[src/design/lkc_pkg.sv]
// Shared types and constants for the keyed LRU cache.
`timescale 1ns / 1ps
package lkc_pkg;

  localparam int unsigned KEY_W    = 64;
  localparam int unsigned HANDLE_W = 32;
  localparam int unsigned CNT_W    = 32;
  localparam int unsigned OCC_W    = 8;
  localparam int unsigned DEF_CAPACITY = 128;

  localparam int unsigned IN_TDATA_W  = 160;
  localparam int unsigned OUT_TDATA_W = 144;

  typedef enum logic [1:0] {
    OP_LOOKUP = 2'd0,
    OP_STORE  = 2'd1,
    OP_REMOVE = 2'd2,
    OP_CLEAR  = 2'd3
  } op_t;

  typedef enum logic {
    ST_IDLE,
    ST_EXEC
  } state_t;

  // One cache entry as it moves along the row.
  typedef struct packed {
    logic                valid;
    logic [KEY_W-1:0]    key_high;
    logic [KEY_W-1:0]    key_low;
    logic [HANDLE_W-1:0] handle;
  } entry_t;

  // Broadcast commands to every cell.
  typedef struct packed {
    logic compare;   // latch the match flag against the request key
    logic promote;   // matched entry moves to the head, younger ones age
    logic insert;    // whole row shifts toward the tail, new entry at head
    logic drop;      // matched entry leaves, older ones move up
    logic clear;     // invalidate all
  } cell_ctl_t;

endpackage

[src/design/lkc_cell.sv]
// One position of the recency-ordered entry row: storage, key compare, shift.
`timescale 1ns / 1ps
module lkc_cell (
  input  logic                          clk,
  input  logic                          rst_n,
  input  lkc_pkg::cell_ctl_t            ctl,
  input  logic [lkc_pkg::KEY_W-1:0]     cmp_high,
  input  logic [lkc_pkg::KEY_W-1:0]     cmp_low,
  input  lkc_pkg::entry_t               left_entry,
  input  lkc_pkg::entry_t               right_entry,
  input  logic                          pre_in,
  input  logic                          suf_in,
  input  logic [lkc_pkg::HANDLE_W-1:0]  hsel_in,
  output lkc_pkg::entry_t               entry,
  output logic                          pre_out,
  output logic                          suf_out,
  output logic [lkc_pkg::HANDLE_W-1:0]  hsel_out
);
  import lkc_pkg::*;

  logic   valid_r, valid_nxt;
  entry_t data_r, data_nxt;
  logic   match_r;
  logic   take_left, take_right;

  // Match chains: pre marks a match at or before this cell, suf at or after.
  assign pre_out  = pre_in | match_r;
  assign suf_out  = suf_in | match_r;
  assign hsel_out = hsel_in | (match_r ? data_r.handle : '0);

  assign take_left  = ctl.insert | (ctl.promote & suf_out);
  assign take_right = ctl.drop & pre_out;

  always_comb begin
    entry       = data_r;
    entry.valid = valid_r;
  end

  always_comb begin
    valid_nxt = valid_r;
    data_nxt  = data_r;
    if (ctl.clear) begin
      valid_nxt = 1'b0;
    end else if (take_left) begin
      valid_nxt = left_entry.valid;
      data_nxt  = left_entry;
    end else if (take_right) begin
      valid_nxt = right_entry.valid;
      data_nxt  = right_entry;
    end
  end

  always_ff @(posedge clk) begin
    if (!rst_n) begin
      valid_r <= 1'b0;
      match_r <= 1'b0;
    end else begin
      valid_r <= valid_nxt;
      if (ctl.compare) begin
        match_r <= valid_r && data_r.key_high == cmp_high && data_r.key_low == cmp_low;
      end
    end
  end

  always_ff @(posedge clk) begin
    data_r <= data_nxt;
  end

endmodule
[config.mk]
export PLATFORM = sky130hd
export DESIGN_NAME = lkc_cell
export DESIGN_NICKNAME = d
export VERILOG_FILES = /design/src/design/lkc_pkg.sv /design/src/design/lkc_cell.sv
export SDC_FILE = /design/constraint.sdc
export NUM_CORES = 1
export LEC_CHECK = 0
export ABC_AREA = 1
export BUFFER_PORTS_ARGS = -buffer_cell sky130_fd_sc_hd__buf_2
export CAP_MARGIN = 5
export CORE_AREA = 2 2 269 271
export DETAILED_ROUTE_END_ITERATION = 8
export DIE_AREA = 0 0 271 273
export GPL_TIMING_DRIVEN = 1
export PLACE_DENSITY = 0.45
export SYNTH_ARGS = -nofsm -noshare
export SYNTH_HDL_FRONTEND = slang
export SYNTH_SLANG_ARGS = --single-unit
[constraint.sdc]
create_clock -name clk -period 4.94 [get_ports clk]
set_clock_uncertainty 0.1 [all_clocks]
set_input_delay 0.741 -clock clk [delete_from_list [all_inputs] [get_ports clk]]
set_output_delay 0.741 -clock clk [all_outputs]
set_load 0.02 [all_outputs]
==> results of run 1 <==
==> stage by stage <==
stage / setup WS, ns / instances / power, mW / cell area (µm²) / hold slack [ns]
6_report: 2.33 / 2949 / 4.09 / 14700 / 0.339
5_1_grt: 2.03 / 2947 / 4.32 / 14700 / 0.292
4_1_cts: 2.24 / 2945 / 4.19 / 14700 / 0.280
3_5_place_dp: 1.76 / 2913 / 2.66 / 14000 / 0.550
3_3_place_gp: 1.77 / 2913 / 2.66 / 14000 / 0.548
2_1_floorplan: 0.464 / 1311 / 2.21 / 9580 / 0.429
==> final cells by class <==
cell class	count	share of cell area [%]
flip-flops and latches	162	33.0
multi-input cells	946	26.4
repair buffers	691	23.9
well taps	950	8.11
inverters	164	4.26
clock buffers	18	2.93
clock inverters	14	1.20
diodes	4	0.0683
==> registers in the layout, summed over array words and instances (netlist names) <==
| name | cells |
|---|---|
| entry | 160 |
| match_r | 1 |
| valid_r | 1 |
==> power by group through the flow <==
stage	clock network, mW	logic (mW)	registers (mW)
3_3_place_gp	0	0.896	1.76
5_1_grt	1.59	0.989	1.74
4_1_cts	1.55	0.903	1.73
2_1_floorplan	0	0.345	1.86
6_report	1.48	0.882	1.73
3_5_place_dp	0	0.901	1.76
==> how the worst min path moves through the flow <==
stage	startpoint	endpoint	slack, ns	cells past startpoint
2_1_floorplan	valid_r	valid_r	0.43	2
3_3_place_gp	valid_r	valid_r	0.55	2
3_5_place_dp	valid_r	valid_r	0.55	2
4_1_cts	ctl[0]	valid_r	0.28	2
5_1_grt	ctl[0]	valid_r	0.29	2
6_report	ctl[0]	valid_r	0.34	2
==> critical path: stages <==
cell	delay (ns)
buf_2	0.09
or2_1	0.22
nand2_2	0.11
nand2_8	0.26
inv_6	0.39
a21o_1	0.20
clkinvlp_4	0.18
buf_12	0.25
==> per-layer routing <==
layer	up-vias	global-route usage, %	wire length [µm]
met5	-	0	46
met4	8	4.04	919
met3	45	4.08	3720
met2	429	20.2	21600
met1	4545	14.0	19100
li1	5344	-	-
==> kinds of logic after synthesis <==
| kind of cell | count (synthesis) | synth area share, % |
|---|---|---|
| AO/OA/AOI/OAI | 64 | 4.28 |
| XOR/XNOR | 21 | 1.92 |
| AND/OR/NAND/NOR | 861 | 34.2 |
| flip-flops | 162 | 50.6 |
| buffers and inverters | 203 | 9.04 |
==> synthesized netlist by cell type <==
cell,instances,area (µm²)
a2111oi_1,1,10.0
a21o_1,33,248
a21oi_1,1,5.00
buf_2,19,95.1
buf_4,1,7.51
buf_6,10,113
clkbuf_1,9,33.8
clkinv_2,1,5.00
dfxtp_1,2,40.0
edfxtp_1,160,4800
inv_1,163,612
nand2_1,706,2650
nand2_2,1,6.26
nand2_4,1,11.3
nand3_1,10,50.1
nand3b_1,1,7.51
nand4_1,3,18.8
nor2_1,134,503
nor3_1,3,15.0
o21ai_0,27,135
o22ai_1,2,12.5
or2_1,1,6.26
or2_2,1,6.26
xnor2_1,9,78.8
xor2_1,12,105
==> impl_metrics.py, run 1 <==
metrics = {
    "outcome": {
        "status": "finished, final reports clean",
    },
    "routing": {
        "first_pass_iters": 4,
        "antenna_left": 0,
        "wire_per_inst_um": 15.4,
        "drt_iter0_drc": 411,
        "wirelength_um": 45300,
        "vias": 10371,
        "drt_drc_violations_left": 0,
        "vias_per_cell": 3.52,
    },
    "cts": {
        "clock-root-buffer": "clkbuf_16",
        "clk_latency_ns": 0.48,
        "htree_num_levels": 4,
        "clkSinkCount": 162,
        "cts_tree": "yes",
        "cts_buffers": 17,
        "postCtsSetupRepairBufs": 0,
        "post_cts_resized": 0,
        "path_clk_slew_ns": 0.08,
        "holdBufCountCts": 0,
        "clockBufferDepth": 2,
    },
    "power_and_ir_drop": {
        "power.leakage_nw": 8.08,
        "p_sw_mw": 1.29,
        "p_sw_share_pct": 31.6,
        "ir_drop_mv": 0.209,
        "seq_power_share_pct": 42.3,
        "clockPowerShare_pct": 36.1,
        "p_per_area_nw_per_um2": 279,
        "p_int_mw": 2.80,
        "comb_power_share_pct": 21.6,
    },
    "synth": {
        "synth_cells": 1311,
        "synth_area_um2": 9580,
        "synth.distinct_cells": 25,
        "ys_ff_latch": 162,
        "synth_area_per_cell_um2": 7.31,
        "syn-num-nets": 1802,
        "yosysWarnings": 0,
        "ys_seq_area_share_pct": 50.6,
    },
    "worst_setup_path": {
        "cp_max_fo": 77,
        "worstPathRequired_ns": 4.97,
        "crit_type": "input pin to flip-flop",
        "r2r_end": "entry[102]",
        "r2r_slack_ns": 2.36,
        "crit_end": "entry[102]",
        "crit_start": "suf_in",
        "arrival_ns": 2.63,
        "regToRegStartpoint": "match_r",
        "start_kind": "input pin",
        "endpoint_kind": "flip-flop",
        "reg2reg_depth": 7,
    },
    "place": {
        "port_buffers": 685,
        "dp_hpwl_um": 36900,
        "place_congestion": 0.817,
    },
    "sta": {
        "slew_headroom_pct": 44.3,
        "drv_slew": 0,
        "worst_pin_slew_ns": 0.835,
        "fin_tns_setup_ns": 0,
        "finalCritPeriodShare_pct": 52.7,
        "rsz0062_at_grt": "no",
        "final_hold_viol_count": 0,
        "fin_crit_ns": 2.61,
        "setup_viol": 0,
        "timing.fmax_mhz": 384,
    },
    "floorplan": {
        "start_util_pct": 13.5,
        "coreArea_um2": 71000,
        "die_w_um": 271,
        "io_pins": 686,
        "die_h_um": 273,
        "die-area_um2": 74000,
        "fp-row-count": 98,
    },
    "flow_run": {
        "maxCapViolations": 0,
    },
    "cells_and_area": {
        "layout_commonest_cell": "nand2_1",
        "finalNetCount": 2473,
        "drive_gt1_share_pct": 36.4,
        "fillers": 8097,
        "regArea_um2": 4840,
        "multi_input_area_um2": 3880,
        "layout_common_cells": "nand2_1 (706), buf_2 (685), inv_1 (162)",
        "final_core_util_pct": 20.7,
        "syn2layout_area_growth_pct": 53.1,
    },
    "global_routing": {
        "grt_pass1_vias": 10289,
        "grt_max_degree": 92,
        "grt_pass1_wl_um": 64100,
        "gr-total-overflow": 0,
        "track_usage_pct": 11.9,
        "antenna_found_initial": 13,
    },
    "worst_hold_path": {
        "min_path_type": "input pin to flip-flop",
    },
}
Note: power is estimated with default switching activity, not from simulation.
==> inputs of run 2 (changes only) <==
--- a/config.mk
+++ b/config.mk
@@ -12,7 +12,7 @@
 export DETAILED_ROUTE_END_ITERATION = 8
 export DIE_AREA = 0 0 271 273
 export GPL_TIMING_DRIVEN = 1
-export PLACE_DENSITY = 0.45
+export PLACE_DENSITY = 0.44
 export SYNTH_ARGS = -nofsm -noshare
 export SYNTH_HDL_FRONTEND = slang
 export SYNTH_SLANG_ARGS = --single-unit
==> constraint.sdc (replaced) <==
create_clock -name clk -period 2.6 [get_ports clk]
set_clock_uncertainty 0.1 [all_clocks]
set_input_delay 0.39 -clock clk [delete_from_list [all_inputs] [get_ports clk]]
set_output_delay 0.39 -clock clk [all_outputs]
set_load 0.02 [all_outputs]
==> impl_metrics.py, run 2 (synthesis results as in run 1) <==
metrics = {
    "outcome": {
        "status": "finished, final reports clean",
    },
    "floorplan": {
        "die-area_um2": 74000,
        "die_h_um": 273,
        "io_pins": 686,
        "fp-row-count": 98,
        "coreArea_um2": 71000,
        "die_w_um": 271,
        "start_util_pct": 13.5,
    },
    "routing": {
        "vias_per_cell": 3.47,
        "drt_drc_violations_left": 0,
        "wire_per_inst_um": 15.3,
        "first_pass_iters": 4,
        "antenna_left": 0,
        "wirelength_um": 45500,
        "drt_iter0_drc": 473,
        "vias": 10309,
    },
    "cts": {
        "clock-root-buffer": "clkbuf_16",
        "holdBufCountCts": 4,
        "postCtsSetupRepairBufs": 0,
        "clk_latency_ns": 0.47,
        "clockBufferDepth": 2,
        "path_clk_slew_ns": 0.08,
        "post_cts_resized": 0,
        "htree_num_levels": 4,
        "clkSinkCount": 162,
        "cts_buffers": 17,
        "cts_tree": "yes",
    },
    "worst_hold_path": {
        "hold_path.startpoint": "right_entry[42]",
        "min_path_type": "input pin to flip-flop",
    },
    "place": {
        "pre_cts_slack_ns": 0.212,
        "port_buffers": 685,
        "place_congestion": 0.852,
        "dp_hpwl_um": 37600,
        "dp_cells": 2933,
    },
    "worst_setup_path": {
        "crit_type": "flip-flop to primary output",
        "crit_start": "match_r",
        "start_kind": "flip-flop",
        "endpoint_kind": "primary output",
        "worstPathRequired_ns": 2.11,
        "cp_max_fo": 24,
        "arrival_ns": 1.87,
        "regToRegStartpoint": "match_r",
    },
    "global_routing": {
        "grt_max_degree": 85,
        "grt_pass1_wl_um": 63800,
        "antenna_found_initial": 5,
        "gr-total-overflow": 0,
        "track_usage_pct": 11.9,
        "grt_pass1_vias": 10200,
    },
    "sta": {
        "drv_slew": 0,
        "fin_crit_ns": 2.36,
        "setup_slack_ns": 0.242,
        "setup_viol": 0,
        "worst_hold_slack_ns": 0.0720,
        "timing.fmax_mhz": 424,
        "worst_pin_slew_ns": 0.505,
        "slew_headroom_pct": 66.4,
        "finalCritPeriodShare_pct": 90.7,
        "rsz0062_at_grt": "no",
        "fin_tns_setup_ns": 0,
        "final_hold_viol_count": 0,
    },
    "cells_and_area": {
        "largest_reg_flops": 160,
        "drive_gt1_share_pct": 37.0,
        "finalNetCount": 2497,
        "syn2layout_area_growth_pct": 55.7,
        "stdcell_count": 2972,
        "layout_common_cells": "nand2_1 (706), buf_2 (685), inv_1 (162)",
        "layout_commonest_cell": "nand2_1",
        "final_core_util_pct": 21.0,
    },
    "flow_run": {
        "maxCapViolations": 0,
    },
    "power_and_ir_drop": {
        "power.leakage_nw": 8.21,
        "p_per_area_nw_per_um2": 525,
        "ir_drop_mv": 0.263,
    },
}
## run 2: cell count changes in the layout (fill, tap and decap cells not counted), sizes merged
cell | before | now
buf | 691 | 711
clkinv | 4 | 5
dlygate4sd3 | 0 | 4
inv | 168 | 167
diode | 4 | 3
## run 2: report_power, final
group	switching, mW	internal [mW]	total, mW	leakage (nW)
Combinational	1.06	0.694	1.75	6.36
Sequential	0.147	3.13	3.28	1.56
Clock	1.28	1.53	2.81	0.290
## run 2: routing by layer
metal | vias up | track usage [%] | part of all wire (%)
met4 | 0 | 4.17 | 2.2
li1 | 5390 | - | -
met3 | 37 | 3.70 | 7.0
met2 | 410 | 21.5 | 51
met1 | 4472 | 13.1 | 40
met5 | - | 0 | 0
## run 2: metrics by stage
stage                     power [mW]  area (µm²)
final                           7.83       14900
after global routing            8.27       14900
after CTS                       8.04       14900
after detailed placement        5.12       14300
after global placement          5.12       14300
after floorplan                 4.20        9600
## run 2: cell type report
type,count,area [µm²]
Timing Repair Buffer,715,3760
Clock inverter,14,175
Clock buffer,18,429
Inverter,164,624
Sequential cell,162,4840
Fill cell,8087,56100
Multi-Input combinational cell,946,3880
Tap cell,950,1190
Antenna cell,3,7.51
## run 2: path summary, 6_finish.rpt
kind                       to  slack, ns  cells after the start
hold reg to reg       valid_r       0.47                      2
hold / removal      entry[42]       0.07                      3
setup reg to reg    entry[91]       0.32                      8
setup / recovery  hsel_out[0]       0.24                      3
## run 2: worst max-delay path, stage by stage, from the launching register on
cell	delay, ns
dfxtp_1	0.59
buf_4	0.38
a21o_1	0.23
buf_2	0.19
==> inputs of run 3 (changes only) <==
--- a/config.mk
+++ b/config.mk
@@ -13,6 +13,7 @@
 export DIE_AREA = 0 0 271 273
 export GPL_TIMING_DRIVEN = 1
 export PLACE_DENSITY = 0.44
+export REMOVE_ABC_BUFFERS = 1
 export SYNTH_ARGS = -nofsm -noshare
 export SYNTH_HDL_FRONTEND = slang
 export SYNTH_SLANG_ARGS = --single-unit
==> impl_metrics.py, run 3 (synthesis results as in run 1) <==
metrics = {
    "global_routing": {
        "track_usage_pct": 11.2,
        "use_met2_pct": 19.8,
        "grt_max_degree": 91,
        "use_met3_pct": 2.99,
        "grt_use_met1_pct": 13.1,
        "busiest_layer": "met2",
        "antenna_found_initial": 7,
        "grt_pass1_vias": 9926,
        "grt_pass1_wl_um": 61000,
        "gr-total-overflow": 0,
    },
    "cells_and_area": {
        "stdcell_count": 2967,
        "stdcell_area_um2": 14800,
        "layout_commonest_cell": "nand2_1",
        "drive_gt1_share_pct": 37.1,
        "layout_common_cells": "nand2_1 (706), buf_2 (685), inv_1 (162)",
        "finalNetCount": 2492,
        "syn2layout_area_growth_pct": 54.3,
        "final_core_util_pct": 20.8,
        "largest_reg_flops": 160,
    },
    "outcome": {
        "status": "finished, final reports clean",
    },
    "flow_run": {
        "maxCapViolations": 0,
    },
    "worst_setup_path": {
        "cp_max_fo": 78,
        "max_stage_delay_ns": 0.62,
        "endpoint_kind": "flip-flop",
        "crit_slowest_cell": "buf_4",
        "start_kind": "flip-flop",
        "r2r_slack_ns": 0.36,
        "worstPathRequired_ns": 2.83,
        "regToRegStartpoint": "match_r",
        "crit_family": "simple AND/OR/NAND/NOR gates",
        "crit_start": "match_r",
        "worstPathCellList": "or2_1 > nand2_2 > nand2_8 > buf_4 > nand2_1 > nand2_1",
        "path_common_cell": "nand2_1",
        "arrival_ns": 2.47,
        "reg2reg_depth": 6,
        "r2r_end": "entry[39]",
        "crit_buf_inv": 1,
        "crit_type": "flip-flop to flip-flop",
    },
    "place": {
        "placed_area_um2": 14200,
        "dp_hpwl_um": 36300,
        "place_congestion": 0.818,
        "dp_cells": 2932,
        "port_buffers": 685,
    },
    "cts": {
        "clkSinkCount": 162,
        "cts_tree": "yes",
        "cts_buffers": 17,
        "holdBufCountCts": 0,
        "clockBufferDepth": 2,
        "htree_num_levels": 4,
        "path_clk_slew_ns": 0.08,
        "postCtsSetupRepairBufs": 0,
        "clk_latency_ns": 0.48,
        "post_cts_resized": 0,
        "clock-root-buffer": "clkbuf_16",
    },
    "floorplan": {
        "die_w_um": 271,
        "start_util_pct": 13.5,
        "coreArea_um2": 71000,
        "io_pins": 686,
        "die-area_um2": 74000,
        "fp-row-count": 98,
        "die_h_um": 273,
    },
    "power_and_ir_drop": {
        "ir_drop_mv": 0.381,
        "p_per_area_nw_per_um2": 515,
        "power.leakage_nw": 8.16,
    },
    "routing": {
        "drt_drc_violations_left": 0,
        "drt_iter0_drc": 506,
        "antenna_left": 0,
        "wirelength_um": 43100,
        "vias": 10234,
        "wire_per_inst_um": 14.5,
        "first_pass_iters": 4,
        "vias_per_cell": 3.45,
    },
    "sta": {
        "worst_pin_slew_ns": 0.863,
        "timing.fmax_mhz": 447,
        "final_hold_viol_count": 0,
        "drv_slew": 0,
        "fin_tns_setup_ns": 0,
        "fin_crit_ns": 2.24,
        "rsz0062_at_grt": "no",
        "setup_viol": 0,
        "finalCritPeriodShare_pct": 86.0,
        "slew_headroom_pct": 42.5,
    },
    "worst_hold_path": {
        "hold_end": "valid_r",
        "min_path_cells": 2,
        "min_path_type": "input pin to flip-flop",
        "hold_path.startpoint": "ctl[0]",
    },
}
[run 3: cell types whose count changed in the layout (fill, tap and decap cells not counted), sizes merged]
cell | previous run | this run
clkinv | 5 | 2
dlygate4sd3 | 4 | 0
inv | 167 | 172
buf | 711 | 710
clkbuf | 18 | 17
clkinvlp | 3 | 4
bufinv | 3 | 1
[run 3: final cells by class]
cell class                 count  area [µm²]
inverter                     164         626
multi-input combinational    946        3880
antenna                        3        7.51
sequential                   162        4840
clock inverter                15         146
clock buffer                  17         425
fill                        8077       56200
tap                          950        1190
timing repair buffer         710        3670
[run 3: metal layers]
metal  part of all wire (%)  vias up
met5                  0.030        -
met3                    6.0       42
met2                     51      375
met1                     42     4421
met4                    1.8        2
li1                       -     5394
[run 3: worst max path at each step]
stage	endpoint	slack [ns]	depth (start not counted)
2_1_floorplan	entry[0]	-5.10	6
6_report	entry[39]	0.36	6
3_5_place_dp	match_r	0.05	13
4_1_cts	match_r	0.14	11
3_3_place_gp	match_r	0.07	13
5_1_grt	match_r	0.04	11
[run 3: per-stage QoR]
step           hold slack [ns]  worst slack (ns)  power, mW
2_1_floorplan            0.373             -5.10       4.17
3_3_place_gp             0.474            0.0676       5.10
3_5_place_dp             0.478            0.0475       5.10
4_1_cts               0.000589             0.136       7.79
5_1_grt                0.00739            0.0438       8.04
6_report                0.0367             0.363       7.61
[run 3: worst reg2reg max path: stages, from the launching register on]
cell     delay (ns)
dfxtp_1        0.47
or2_1          0.18
nand2_2        0.09
nand2_8        0.16
buf_4          0.62
nand2_1        0.31
nand2_1        0.14
[run 3: report_power, final]
group	leakage, nW	switching [mW]	internal (mW)	total, mW
clock	0.270	1.26	1.34	2.60
sequential	1.56	0.146	3.13	3.28
combinational	6.33	1.05	0.681	1.73
total	8.16	2.45	5.15	7.61
